==> src/design/apq_pkg.sv <==
// Shared types, codes and constants of the array priority queue.
`default_nettype none

package apq_pkg;

    localparam int APQ_CAPACITY = 64;
    localparam int DATA_W       = 32;
    localparam int STATUS_W     = 2;
    localparam int COUNT_OUT_W  = 7;

    localparam logic FUNC_INSERT = 1'b0;
    localparam logic FUNC_DELETE = 1'b1;

    localparam logic [STATUS_W-1:0] ST_INSERTED  = 2'd0;
    localparam logic [STATUS_W-1:0] ST_REMOVED   = 2'd1;
    localparam logic [STATUS_W-1:0] ST_OVERFLOW  = 2'd2;
    localparam logic [STATUS_W-1:0] ST_UNDERFLOW = 2'd3;

    typedef enum logic [1:0] {
        S_IDLE,
        S_SCAN,
        S_CLOSE,
        S_DONE
    } apq_state_t;

    typedef enum logic [1:0] {
        CELL_HOLD,
        CELL_LOAD,
        CELL_ROTATE,
        CELL_CLOSE
    } cell_op_t;

    typedef struct packed {
        cell_op_t                  op;
        logic signed [DATA_W-1:0]  value;
        logic signed [DATA_W-1:0]  priority_val;
    } cell_cmd_t;

endpackage

`default_nettype wire

==> src/design/apq_cell.sv <==
// One storage cell of the queue: holds a value/priority pair and trades with its neighbor.
`default_nettype none

module apq_cell #(
    parameter int IDX_W = 6,
    parameter int INDEX = 0
) (
    input  wire                                 aclk,
    input  apq_pkg::cell_cmd_t                  cmd,
    input  wire [IDX_W-1:0]                     target,
    input  wire signed [apq_pkg::DATA_W-1:0]    right_value,
    input  wire signed [apq_pkg::DATA_W-1:0]    right_prio,
    output logic signed [apq_pkg::DATA_W-1:0]   value,
    output logic signed [apq_pkg::DATA_W-1:0]   prio
);
    import apq_pkg::*;

    localparam logic [IDX_W-1:0] MY_IDX = IDX_W'(INDEX);

    logic signed [DATA_W-1:0] value_reg;
    logic signed [DATA_W-1:0] prio_reg;
    logic signed [DATA_W-1:0] value_next;
    logic signed [DATA_W-1:0] prio_next;

    always_comb begin
        value_next = value_reg;
        prio_next  = prio_reg;
        case (cmd.op)
            CELL_LOAD: begin
                if (target == MY_IDX) begin
                    value_next = cmd.value;
                    prio_next  = cmd.priority_val;
                end
            end
            CELL_ROTATE: begin
                value_next = right_value;
                prio_next  = right_prio;
            end
            CELL_CLOSE: begin
                // shift down over the removed slot
                if (MY_IDX >= target) begin
                    value_next = right_value;
                    prio_next  = right_prio;
                end
            end
            default: begin
            end
        endcase
    end

    always_ff @(posedge aclk) begin
        value_reg <= value_next;
        prio_reg  <= prio_next;
    end

    assign value = value_reg;
    assign prio  = prio_reg;

endmodule

`default_nettype wire

==> config.mk <==
export PLATFORM = sky130hd
export DESIGN_NAME = apq_cell
export DESIGN_NICKNAME = d
export VERILOG_FILES = /design/src/design/apq_pkg.sv /design/src/design/apq_cell.sv
export SDC_FILE = /design/constraint.sdc
export NUM_CORES = 1
export LEC_CHECK = 0
export ABC_CLOCK_PERIOD_IN_PS = 5700
export BUFFER_PORTS_ARGS = -buffer_cell sky130_fd_sc_hd__buf_2
export CAP_MARGIN = 5
export CORE_MARGIN = 1
export CORE_UTILIZATION = 42
export DETAILED_ROUTE_END_ITERATION = 7
export GPL_TIMING_DRIVEN = 0
export PLACE_DENSITY = 0.84
export SLEW_MARGIN = 10
export SYNTH_ARGS = -nofsm -noshare
export SYNTH_HDL_FRONTEND = slang
export SYNTH_SLANG_ARGS = --single-unit
==> constraint.sdc <==
create_clock -name aclk -period 5.7 [get_ports aclk]
set_clock_uncertainty 0.15 [all_clocks]
set_input_delay 0.57 -clock aclk [delete_from_list [all_inputs] [get_ports aclk]]
set_output_delay 0.57 -clock aclk [all_outputs]
set_load 0.02 [all_outputs]
After elaboration in Yosys (flattened, before gate mapping)
Index checks and enable logic that the tools add are counted.
- bits of input ports: 137
- logic and storage cells: 17
- bits in registers: 64
- output and inout bits: 64
- reductions and logical operators: 3
- equal/unequal tests: 5
- order comparisons: 1
- muxes and demuxes: 6
- operators by type and width (cell ; number):
    $pmux 32 s3 ; 2
    $mux 32 ; 4
    $ge 1x6->1 const A ; 1
    $logic_not 6->1 ; 1
    $eq 2x2->1 const B ; 2
    $ne 2x2->1 const B ; 2
    $reduce_and 3->1 ; 1
    $reduce_bool 3->1 ; 1
    $eq 2x1->1 const B ; 1

Longest topological paths before layout
- depth in word-level cells: 3
- depth in mapped cells: 5
- mapped depth without buffers: 4

Least setup slack after synthesis
No wires, ideal clock.
- path kind: input -> register
- start point: input port cmd[64] (netlist name)
- end point: register prio_reg[0] (netlist: prio[0]) (enable)
- path buffers: 0
- setup slack: 0.357 ns
- required time: 5.027 ns
- arrival time: 4.669 ns
- stages: 3
- setup time: 0.523 ns
- cells stage by stage: ha_1 and2b_2 o41ai_2
- longest elaborated chain between the ends: 3
- elaborated cells between the ends (all ways): 7
- those cells by class: eq/ne (5); reduce/logical (2)
- ends and longest elaborated chain (what ; RTL line ; RTL):
    start: declaration ; apq_cell.sv:9 ; input apq_pkg::cell_cmd_t cmd,
    $eq 2x2->1 or $eq 2x1->1 (tied branches) ; apq_cell.sv:28 ; case (cmd.op)
    $ne 2x2->1 (no source line) or $reduce_bool 3->1 (tied branches) ; - ;
    $reduce_and 3->1 (no source line) * ; - ;
    end signal: assignment ; apq_cell.sv:53 ; prio_reg <= prio_next;
    end: declaration ; apq_cell.sv:21 ; logic signed [DATA_W-1:0] prio_reg;
Every way passes the cells marked *; elsewhere a longest branch is shown, timed or not.
A chain may end at the register's enable or synchronous reset.

Worst setup path in the final report
- start point: input port cmd[64] (netlist name)
- end point: register prio_reg[23] (netlist: prio[23]) (enable)
The elaborated chain is that of the path after synthesis.

==> metrics.txt <==
status completed; DR iter-0 viols 57; RSZ-0062 raised after global routing no; Design Area, Final 4496 um^2; DIE AREA 7720 um^2; post-cts resize count 0; final hold vios 0; wire per inst 16.13 um; IO Port Bufs 200; CTS Buf Count 9; min Tclk post-route 2736 ps; Final Non-Filler Cells 461; htree depth 3; max-slew violation count 0; initial antenna violation count 0; final net count 500; Area after DPL 4285 um^2; Mean Syn Cell Area 21.51 um^2; vias post-DR 2143; ANT cells 0; Ys Warns 0; Core ar. 6944 um^2; Hold Crit Class in -> reg; DP Wirelength 5936 um; Distinct cells, synth 11; fmax 0.3655 GHz; Yosys reg bits 64; Area Overhead vs Synth 45.17%; P_leak 2.172 nW; most common cell after layout, fill and taps aside buf_2; Die Span X 87.87 um; Pre-Repair DR Iteration Count 4; Peak VDD IR 146.6 uV; GP Congestion 0.7160; Max-Cap Viols 0; CP cell instances buf_2 > ha_1 > and2b_2 > o41ai_4 > buf_6 > buf_6 > buf_6; All-Layer GR Usage 18.62%; Synth Instances 144; pwr dens 301.1 nW/um^2; share of layout cells above drive strength 1 80.55%; DRC viols 0; floorplan row count 30; # placed instances 445; most used cell, CP buf_6; cell area after synthesis 3097 um^2; maximum clock insertion buffer count 2; Vias/cell 4.649; post-synthesis sequential area ratio 62.06%; WP data arrival 2620 ps; startpoint types input pin; Critical Path RT 5590 ps; critical path's slowest cell o41ai_4; Slew @ Worst Pin 869.1 ps; crit-path max cell delay 770 ps; DIE HEIGHT 87.87 um; Setup Crit Path Kind in -> reg; final WL 7438 um; CP endpoint kind register; largest net degree at the start of global routing 15; CTS tree done; most frequent cells in the layout 200 x buf_2, 64 x edfxtp_1, 60 x mux2_4, 9 x clkbuf_8, 6 x buf_12; Final period util 47.99%; CP Capture Point prio[23]$_DFFE_PP_; CP max FO 14; Detail Route Antenna Nets 0; total global routing overflow 0; final setup fails 0; clock sinks 64; Post CTS Setup Buffer Count 0; Max transition margin 41.86%; Ports 201; clock root buffer master clkbuf_8; Worst-path clk slew 80 ps; # hold bufs at CTS 0; vias in the first global route 2155; Mapped Nets 284; initial core utilization 44.59%; CP Launch Point cmd[64]; first-pass GRT wire length 10340 um
==> kinds of logic after synthesis <==
logic type	synth area share [%]
flip-flops	62.06
multiplexers	30.55
buffers and inverters	4.121
adder cells (fa/ha/maj)	1.212
AND/OR/NAND/NOR	1.535
AO/OA/AOI/OAI	0.5254
==> cell usage after synthesis (all sizes together) <==
cell type	n	area, um^2
buf	6	120.1
inv	2	7.510
or4	1	11.26
edfxtp	64	1922
ha	3	37.54
o41ai	1	16.27
or3	1	7.510
mux2	64	945.9
nor2	1	20.02
and2b	1	8.760
==> worst max-delay path: cells and delay by family <==
kind	cells	cell delay [ps]
fa+ha+maj	1	290
compound gates	1	770
buf+inv	4	720
simple gates	1	260
==> routing by layer <==
metal / vias up / GRT usage (%) / wire [um]
li1: 999 / - / -
met4: 0 / 8.197 / 206
met2: 118 / 33.26 / 3906
met1: 1013 / 20.00 / 2782
met3: 13 / 6.221 / 543
met5: - / 0 / 0
==> layout make-up <==
cell class / instances / area, um^2
fill: 508 / 2449
sequential: 64 / 1922
multi-input combinational: 72 / 1059
timing repair buffer: 205 / 1057
clock buffer: 10 / 127.6
buffer: 6 / 120.1
tap: 96 / 120.1
clock inverter: 6 / 82.58
inverter: 2 / 7.507
==> worst min-delay path by stage <==
stage	start	end	depth (start not counted)
final	cmd[55]	value[23]$_DFFE_PP_	2
after global routing	right_value[21]	value[21]$_DFFE_PP_	2
after CTS	cmd[55]	value[23]$_DFFE_PP_	2
after detailed placement	cmd[10]	prio[10]$_DFFE_PP_	2
after global placement	cmd[57]	value[25]$_DFFE_PP_	2
after floorplan	cmd[10]	prio[10]$_DFFE_PP_	1
==> power by group <==
| part | internal, mW | switching (mW) |
|---|---|---|
| combinational | 0.157 | 0.171 |
| sequential | 0.593 | 0.0144 |
| clock | 0.245 | 0.173 |
| total | 0.995 | 0.358 |
==> per-stage QoR <==
stage	power, mW	setup TNS [ps]	worst slack, ps	util, %	hold WS (ps)
floorplan	0.8200	0	357.3	-	637.5
global placement	0.9343	-66080	-1036	60.74	720.7
detailed placement	0.9487	0	2582	61.71	723.1
CTS	1.367	0	2936	64.74	366.4
global route	1.410	0	2851	64.74	365.9
finish	1.354	0	2964	64.74	379.4
Note: power is estimated with default switching activity, not from simulation.
