## src/design/apq_pkg.sv

```systemverilog
// Shared types, codes and constants of the array priority queue.
`default_nettype none

package apq_pkg;

    localparam int APQ_CAPACITY = 64;
    localparam int DATA_W       = 32;
    localparam int STATUS_W     = 2;
    localparam int COUNT_OUT_W  = 7;

    localparam logic FUNC_INSERT = 1'b0;
    localparam logic FUNC_DELETE = 1'b1;

    localparam logic [STATUS_W-1:0] ST_INSERTED  = 2'd0;
    localparam logic [STATUS_W-1:0] ST_REMOVED   = 2'd1;
    localparam logic [STATUS_W-1:0] ST_OVERFLOW  = 2'd2;
    localparam logic [STATUS_W-1:0] ST_UNDERFLOW = 2'd3;

    typedef enum logic [1:0] {
        S_IDLE,
        S_SCAN,
        S_CLOSE,
        S_DONE
    } apq_state_t;

    typedef enum logic [1:0] {
        CELL_HOLD,
        CELL_LOAD,
        CELL_ROTATE,
        CELL_CLOSE
    } cell_op_t;

    typedef struct packed {
        cell_op_t                  op;
        logic signed [DATA_W-1:0]  value;
        logic signed [DATA_W-1:0]  priority_val;
    } cell_cmd_t;

endpackage

`default_nettype wire

```

## src/design/apq_ctrl.sv

```systemverilog
// Sequencer of the queue: request decode, head scan for the maximum, count and result register.
`default_nettype none

module apq_ctrl #(
    parameter int CAPACITY = apq_pkg::APQ_CAPACITY,
    parameter int IDX_W    = $clog2(CAPACITY),
    parameter int CNT_W    = $clog2(CAPACITY + 1)
) (
    input  wire                                 aclk,
    input  wire                                 aresetn,
    input  wire                                 s_tvalid,
    output logic                                s_tready,
    input  wire                                 func,
    input  wire signed [apq_pkg::DATA_W-1:0]    value_in,
    input  wire signed [apq_pkg::DATA_W-1:0]    priority_in,
    input  wire signed [apq_pkg::DATA_W-1:0]    head_value,
    input  wire signed [apq_pkg::DATA_W-1:0]    head_prio,
    output apq_pkg::cell_cmd_t                  cmd,
    output logic [IDX_W-1:0]                    target,
    output logic                                m_tvalid,
    input  wire                                 m_tready,
    output logic [apq_pkg::STATUS_W-1:0]        m_status,
    output logic signed [apq_pkg::DATA_W-1:0]   m_value,
    output logic [CNT_W-1:0]                    m_count
);
    import apq_pkg::*;

    localparam logic [CNT_W-1:0] FULL_CNT = CNT_W'(CAPACITY);
    localparam logic [IDX_W-1:0] LAST_IDX = IDX_W'(CAPACITY - 1);

    apq_state_t state_reg, state_next;
    logic [CNT_W-1:0]          count_reg, count_next;
    logic [IDX_W-1:0]          step_reg, step_next;
    logic [IDX_W-1:0]          best_idx_reg, best_idx_next;
    logic signed [DATA_W-1:0]  best_prio_reg, best_prio_next;
    logic signed [DATA_W-1:0]  best_value_reg, best_value_next;
    logic [STATUS_W-1:0]       res_status_reg, res_status_next;
    logic signed [DATA_W-1:0]  res_value_reg, res_value_next;
    logic                      m_valid_reg, m_valid_next;
    logic [STATUS_W-1:0]       m_status_reg, m_status_next;
    logic signed [DATA_W-1:0]  m_value_reg, m_value_next;
    logic [CNT_W-1:0]          m_count_reg, m_count_next;
    logic                      accept;
    logic                      in_range;

    always_ff @(posedge aclk) begin
        if (!aresetn) begin
            state_reg   <= S_IDLE;
            count_reg   <= '0;
            m_valid_reg <= 1'b0;
        end else begin
            state_reg   <= state_next;
            count_reg   <= count_next;
            m_valid_reg <= m_valid_next;
        end
    end

    always_ff @(posedge aclk) begin
        step_reg       <= step_next;
        best_idx_reg   <= best_idx_next;
        best_prio_reg  <= best_prio_next;
        best_value_reg <= best_value_next;
        res_status_reg <= res_status_next;
        res_value_reg  <= res_value_next;
        m_status_reg   <= m_status_next;
        m_value_reg    <= m_value_next;
        m_count_reg    <= m_count_next;
    end

    assign s_tready = (state_reg == S_IDLE);
    assign accept   = s_tvalid && s_tready;
    assign in_range = (CNT_W'(step_reg) < count_reg);

    always_comb begin
        state_next       = state_reg;
        count_next       = count_reg;
        step_next        = step_reg;
        best_idx_next    = best_idx_reg;
        best_prio_next   = best_prio_reg;
        best_value_next  = best_value_reg;
        res_status_next  = res_status_reg;
        res_value_next   = res_value_reg;
        m_valid_next     = m_valid_reg && !m_tready;
        m_status_next    = m_status_reg;
        m_value_next     = m_value_reg;
        m_count_next     = m_count_reg;
        cmd.op           = CELL_HOLD;
        cmd.value        = value_in;
        cmd.priority_val = priority_in;
        target           = count_reg[IDX_W-1:0];

        case (state_reg)
            S_IDLE: begin
                if (accept) begin
                    res_value_next = '0;
                    state_next     = S_DONE;
                    if (func == FUNC_INSERT) begin
                        if (count_reg == FULL_CNT) begin
                            res_status_next = ST_OVERFLOW;
                        end else begin
                            cmd.op          = CELL_LOAD;
                            count_next      = count_reg + 1'b1;
                            res_status_next = ST_INSERTED;
                        end
                    end else if (count_reg == '0) begin
                        res_status_next = ST_UNDERFLOW;
                    end else begin
                        step_next  = '0;
                        state_next = S_SCAN;
                    end
                end
            end
            S_SCAN: begin
                // cell 0 holds entry step_reg; strict compare keeps the earliest tie
                cmd.op = CELL_ROTATE;
                if (in_range && (step_reg == '0 || head_prio > best_prio_reg)) begin
                    best_idx_next   = step_reg;
                    best_prio_next  = head_prio;
                    best_value_next = head_value;
                end
                step_next = step_reg + 1'b1;
                if (step_reg == LAST_IDX) begin
                    state_next = S_CLOSE;
                end
            end
            S_CLOSE: begin
                cmd.op          = CELL_CLOSE;
                target          = best_idx_reg;
                count_next      = count_reg - 1'b1;
                res_status_next = ST_REMOVED;
                res_value_next  = best_value_reg;
                state_next      = S_DONE;
            end
            S_DONE: begin
                if (!m_valid_reg || m_tready) begin
                    m_valid_next  = 1'b1;
                    m_status_next = res_status_reg;
                    m_value_next  = res_value_reg;
                    m_count_next  = count_reg;
                    state_next    = S_IDLE;
                end
            end
            default: begin
                state_next = S_IDLE;
            end
        endcase
    end

    assign m_tvalid = m_valid_reg;
    assign m_status = m_status_reg;
    assign m_value  = m_value_reg;
    assign m_count  = m_count_reg;

    a_count_bound: assert property (@(posedge aclk) disable iff (!aresetn)
        count_reg <= FULL_CNT)
        else $error("entry count above capacity");

    a_scan_ends: assert property (@(posedge aclk) disable iff (!aresetn)
        (state_reg == S_SCAN && step_reg == LAST_IDX) |=> (state_reg == S_CLOSE))
        else $error("scan did not hand over to gap closing");

    a_close_dec: assert property (@(posedge aclk) disable iff (!aresetn)
        (state_reg == S_CLOSE) |=> (count_reg == $past(count_reg) - 1'b1))
        else $error("removal did not decrement count");

    a_empty_delete: assert property (@(posedge aclk) disable iff (!aresetn)
        (accept && func == FUNC_DELETE && count_reg == '0)
            |=> (state_reg == S_DONE && res_status_reg == ST_UNDERFLOW))
        else $error("delete on empty queue not reported as underflow");

endmodule

`default_nettype wire

```

## config.mk

```make
export PLATFORM = sky130hd
export DESIGN_NAME = apq_ctrl
export DESIGN_NICKNAME = d
export VERILOG_FILES = /design/src/design/apq_pkg.sv /design/src/design/apq_ctrl.sv
export SDC_FILE = /design/constraint.sdc
export NUM_CORES = 1
export LEC_CHECK = 0
export BUFFER_PORTS_ARGS = -buffer_cell sky130_fd_sc_hd__buf_2
export CAP_MARGIN = 40
export CORE_MARGIN = 2
export CORE_UTILIZATION = 45
export DETAILED_ROUTE_END_ITERATION = 10
export GPL_ROUTABILITY_DRIVEN = 0
export PLACE_DENSITY_LB_ADDON = 0.15
export SLEW_MARGIN = 20
export SYNTH_ARGS = -nofsm -noshare
export SYNTH_HDL_FRONTEND = slang
export SYNTH_SLANG_ARGS = --single-unit
```

## constraint.sdc

```tcl
create_clock -name aclk -period 3.35 [get_ports aclk]
set_input_delay 0 -clock aclk [delete_from_list [all_inputs] [get_ports aclk]]
set_output_delay 0 -clock aclk [all_outputs]
set_load 0.05 [all_outputs]
```

Word-level counts from Yosys, hierarchy flattened

Cells that the tools add are included.

Register bits: 161
Input port bits: 133
Logic and storage cells: 77

Add/subtract/negate cells: 3
Order comparisons: 2
Eq/ne operators: 13
Muxes and demuxes: 28
Reductions and logical operators: 19

Operators by type and width:

| cell                                             | number |
|---|---|
| one-hot mux 32 bit (2 select lines)              | 1 |
| > comparator 32 bit                              | 1 |
| two-way mux 32 bit                               | 1 |
| two-way mux 6 bit                                | 4 |
| two-way mux 7 bit                                | 3 |
| two-way mux 2 bit                                | 9 |
| one-hot mux 7 bit (2 select lines)               | 1 |
| one-hot mux 6 bit (2 select lines)               | 1 |
| inequality test 2 bit, second input constant     | 5 |
| one-hot mux 2 bit (4 select lines)               | 1 |
| AND reduction 4 bit                              | 2 |
| adder 7 x 1 -> 7 bit, second input constant      | 1 |
| == test 7 bit, second input constant             | 1 |
| logical NOT 7 bit                                | 1 |
| < comparator 6 x 7 -> 1 bit                      | 1 |
| subtractor 7 x 1 -> 7 bit, second input constant | 1 |
| adder 6 x 1 -> 6 bit, second input constant      | 1 |
| == test 6 bit, second input constant             | 1 |
| logical NOT 6 bit                                | 1 |
| one-hot mux 2 bit (3 select lines)               | 1 |
| AND reduction 2 bit                              | 3 |
| AND reduction 3 bit                              | 2 |
| two-way mux 1 bit                                | 5 |
| == test 2 bit, second input constant             | 2 |
| other kinds (9)                                  | 15 |

Depth between registers and ports, before layout

Depth in word-level cells: 5
Mapped depth: 10
Mapped depth without buffers: 10

Worst setup path after synthesis

Ideal clock, no wire load.

Path kind: register -> register
From: register best_prio_reg[31]
To: register best_idx_reg[0], enable pin
Arrival time: 3.152 ns
Slack: -0.242 ns
Cell stages (with the launch flop): 9
Path buffers: 0
Clock period less this slack: 3.592 ns
Cells stage by stage: edfxtp_1 > inv_1 > ha_1 > nand4_1 > nor3_1 > a22oi_1 > o211ai_1 > a211oi_1 > o31a_1

Word-level cells in the longest chain between the ends: 4

Ends and longest elaborated chain:

| item                                 | line            | text |
|---|---|---|
| start: declaration                   | apq_ctrl.sv:35  | `logic signed [DATA_W-1:0] best_prio_reg, best_prio_next;` |
| start signal: assignment             | apq_ctrl.sv:61  | `best_prio_reg <= best_prio_next;` |
| > comparator 32 bit                  | apq_ctrl.sv:116 | `if (in_range && (step_reg == '0 \|\| head_prio > best_prio_reg)) begin` |
| logical OR 1 bit                     | apq_ctrl.sv:116 |  |
| logical AND 1 bit                    | apq_ctrl.sv:116 |  |
| AND reduction 2 bit (no source line) | n/a             |  |
| end signal: assignment               | apq_ctrl.sv:60  | `best_idx_reg <= best_idx_next;` |
| end: declaration                     | apq_ctrl.sv:34  | `logic [IDX_W-1:0] best_idx_reg, best_idx_next;` |

No other way between the ends.
A chain may end at the register's enable or synchronous reset.

Final worst setup path

From: register best_prio_reg[19]
To: register best_prio_reg[30], enable pin

Word-level cells in the longest chain between the ends: 4

Ends and longest elaborated chain:

| item                                 | line |
|---|---|
| > comparator 32 bit                  | apq_ctrl.sv:116 |
| logical OR 1 bit                     | apq_ctrl.sv:116 |
| logical AND 1 bit                    | apq_ctrl.sv:116 |
| AND reduction 2 bit (no source line) | n/a |

No other way between the ends.

==> results.sh <==
export IMPL_dp_slack_ps=601
export IMPL_fp_dieW_um=130
export IMPL_reg2reg_slack_ps=650
export IMPL_hold_viol=0
export IMPL_rr_endpoint="best_prio_reg[30]"
export IMPL_synth_fp_nets=699
export IMPL_dpl_hpwl_mm=9.08
export IMPL_viasPerCell=4.71
export IMPL_drive_above_1_share_pct=24.3
export IMPL_drc_errors=0
export IMPL_clk_path_buf_depth=2
export IMPL_cts_sinks=161
export IMPL_required_ps=3450
export IMPL_dr_pass1_iters=6
export IMPL_grt_max_degree=49
export IMPL_grt_pass1_wl_mm=20.4
export IMPL_irDropWorstVdd_v=0.000363
export IMPL_synth_seq_cells=161
export IMPL_fin_tns_setup_ps=0
export IMPL_final_cells=888
export IMPL_end_kind="flip-flop"
export IMPL_hold_path_class="input pin to primary output"
export IMPL_status="complete, no violations"
export IMPL_initial_utilization_pct=45.4
export IMPL_crit_type="flip-flop to flip-flop"
export IMPL_fin_skew_ps=7.37
export IMPL_netlist_area_sq_mm=0.00714
export IMPL_synth_edf_count=151
export IMPL_grt_overflow=0
export IMPL_antenna_left=0
export IMPL_placed_cell_area_sq_mm=0.00759
export IMPL_syn_avg_cell_area_sq_um=13.8
export IMPL_period_share_pct=80.6
export IMPL_yosys_area_top_type="edfxtp_1"
export IMPL_finalSetupViolCount=0
export IMPL_synthTopCellsByArea="edfxtp_1, ha_1, buf_4"
export IMPL_post_route_cell_area_sq_mm=0.00885
export IMPL_drtIter0Drc=237
export IMPL_yosysWarningCount=0
export IMPL_pin_count=248
export IMPL_syn_to_final_growth_pct=24.0
export IMPL_synth_flop_cell="edfxtp_1"
export IMPL_slowest_delay_ps=450
export IMPL_wl_per_cell_um=14.6
export IMPL_grt_pass1_vias=4263
export IMPL_coreArea_sq_mm=0.0157
export IMPL_rows=46
export IMPL_synthArstFlopShare_pct=0
export IMPL_track_usage_pct=16.1
export IMPL_worstMarginPinSlew_ps=392
export IMPL_startpoint_type="flip-flop"
export IMPL_period_minus_slack_ps=2700
export IMPL_slew_headroom_pct=73.1
export IMPL_yosys_area_top_type_share_pct=63.5
export IMPL_rr_worst_depth=9
export IMPL_ys_types=40
export IMPL_ctsResizeCount=0
export IMPL_num_nets_final=841
export IMPL_p_leak_nw=3.57
export IMPL_path_cells="inv_1, ha_1, a21oi_1, o21ai_0, a22oi_1, o211ai_1, a211oi_1, o31a_4, buf_12"
export IMPL_die_y_um=130
export IMPL_vias=4183
export IMPL_insertedDiodeCount=0
export IMPL_maxCapViolCount=0
export IMPL_drt_total_wl_mm=12.9
export IMPL_p_per_area_mw_per_mm2=752
export IMPL_grt_setup_unrepaired="no"
export IMPL_numCtsBuffers=17
export IMPL_fmax_mhz=370
export IMPL_synth_seq_area_share_pct=66.3
export IMPL_startpoint="best_prio_reg[19]"
export IMPL_root_buffer="clkbuf_16"
export IMPL_cts_max_level=4
export IMPL_slowest_stage="o31a_4"
export IMPL_reg2reg_from="best_prio_reg[19]"
export IMPL_syn_inst=517
export IMPL_worstPathArrival_ps=2810
export IMPL_portBuffers=119
export IMPL_worstPathMaxFanout=43
export IMPL_dieArea_sq_mm=0.0169
export IMPL_cts_tree="done"
export IMPL_slew_viol_final=0
export IMPL_crit_end="best_prio_reg[30]"
export IMPL_layout_setup_ws_ps=649
export IMPL_path_clk_slew_ps=70
export IMPL_antenna_found_initial=0
export IMPL_dp_cells=788
export IMPL_clk_latency_ps=420
-- through the flow --
stage / util, % / hold WS (ps) / total power, mW
6_report: 56.3 / 0.0220 / 6.66
5_1_grt: 56.3 / 0.128 / 7.00
4_1_cts: 56.3 / 0.341 / 6.72
3_5_place_dp: 48.3 / 0.341 / 4.74
3_3_place_gp: 48.1 / 0.341 / 4.67
2_1_floorplan: - / 98.9 / 4.45
-- metal layers --
metal	global-route usage, %	part of all wire [%]	wire length [um]	up-vias
li1	-	-	-	2055
met2	26.6	49	6280	161
met5	0	0	0	-
met4	7.72	2.4	308	0
met3	5.21	5.5	713	21
met1	19.0	44	5640	1946
-- what timing repair did --
item,4_1_cts,5_1_grt
buffers inserted,0,0
hold buffers,68,0
endpoints found under the hold margin,74,0
-- power by group --
group / internal (mW) / total, mW / switching, mW
Combinational: 0.566 / 1.77 / 1.20
Clock: 1.11 / 1.92 / 0.806
Sequential: 2.80 / 2.97 / 0.177
-- logic make-up (layout without fill, tap and decap cells) --
kind of cell               after synthesis  after routing  synth area share [%]
xor gates and xnor gates                 7              7                 0.859
AOI/OAI and AO/OA                       60             60                  5.36
and+or+nand+nor                        116            116                  8.53
adders and majority gates               49             49                  8.69
DFF                                    161            161                  66.3
muxes                                    4              4                 0.561
buffers and inverters                  120            275                  9.69
-- worst max-delay path, delay by kind of cell (launching register included) --
kind	cells	cell delay, ps
buffers and inverters	2	380
adders and majority gates	1	250
DFF	1	390
AOI/OAI and AO/OA	6	1340
-- cells in the mapped netlist, drive strengths merged, types with 2 or more instances --
library cell  instances
xor2                  3
dfxtp                10
o21a                  2
nor2b                 6
buf                  65
nand4                 8
nand2b                3
nand3                12
ha                   48
nor2                 18
a221o                 2
xnor2                 4
a21o                  2
nand2                25
inv                  50
edfxtp              151
nor3                  4
nor4                  2
clkbuf                5
a211oi                5
o21ai                17
o31a                  2
mux2i                 4
and2                 35
a21oi                24
-- worst min path at each step --
stage | from | to | slack, ps | depth (start not counted)
detailed placement | priority_in[14] | cmd[14] | 0.3 | 0
global route | priority_in[24] | cmd[24] | 0.1 | 0
CTS | priority_in[14] | cmd[14] | 0.3 | 0
finish | priority_in[24] | cmd[24] | 0.02 | 0
global placement | priority_in[14] | cmd[14] | 0.3 | 0
floorplan | head_prio[0] | best_prio_reg[0] | 100 | 0
-- placed cells by master, fill, tap and decap left out, types with 3 or more instances in the layout --
cell,n
nand2_1,25
a21oi_1,23
inv_6,4
ha_1,48
buf_4,3
nand3_1,12
nor2_1,17
nor2b_1,5
inv_1,50
dfxtp_1,10
nand4_1,8
and2_1,35
clkinvlp_4,4
clkbuf_16,17
edfxtp_1,151
nand2b_1,3
dlygate4sd3_1,68
xnor2_1,4
a211oi_1,5
o21ai_0,16
mux2i_1,4
nor3_1,4
buf_2,120
xor2_1,3
-- area by class of cell --
type | instances | area [sq um]
clock inverters | 14 | 155
multi-input cells | 236 | 1730
repair buffers | 193 | 1340
well taps | 216 | 270
flip-flops and latches | 161 | 4730
clock buffers | 18 | 429
fillers | 1300 | 6860
inverters | 50 | 188
(Power assumes the default switching activity.)
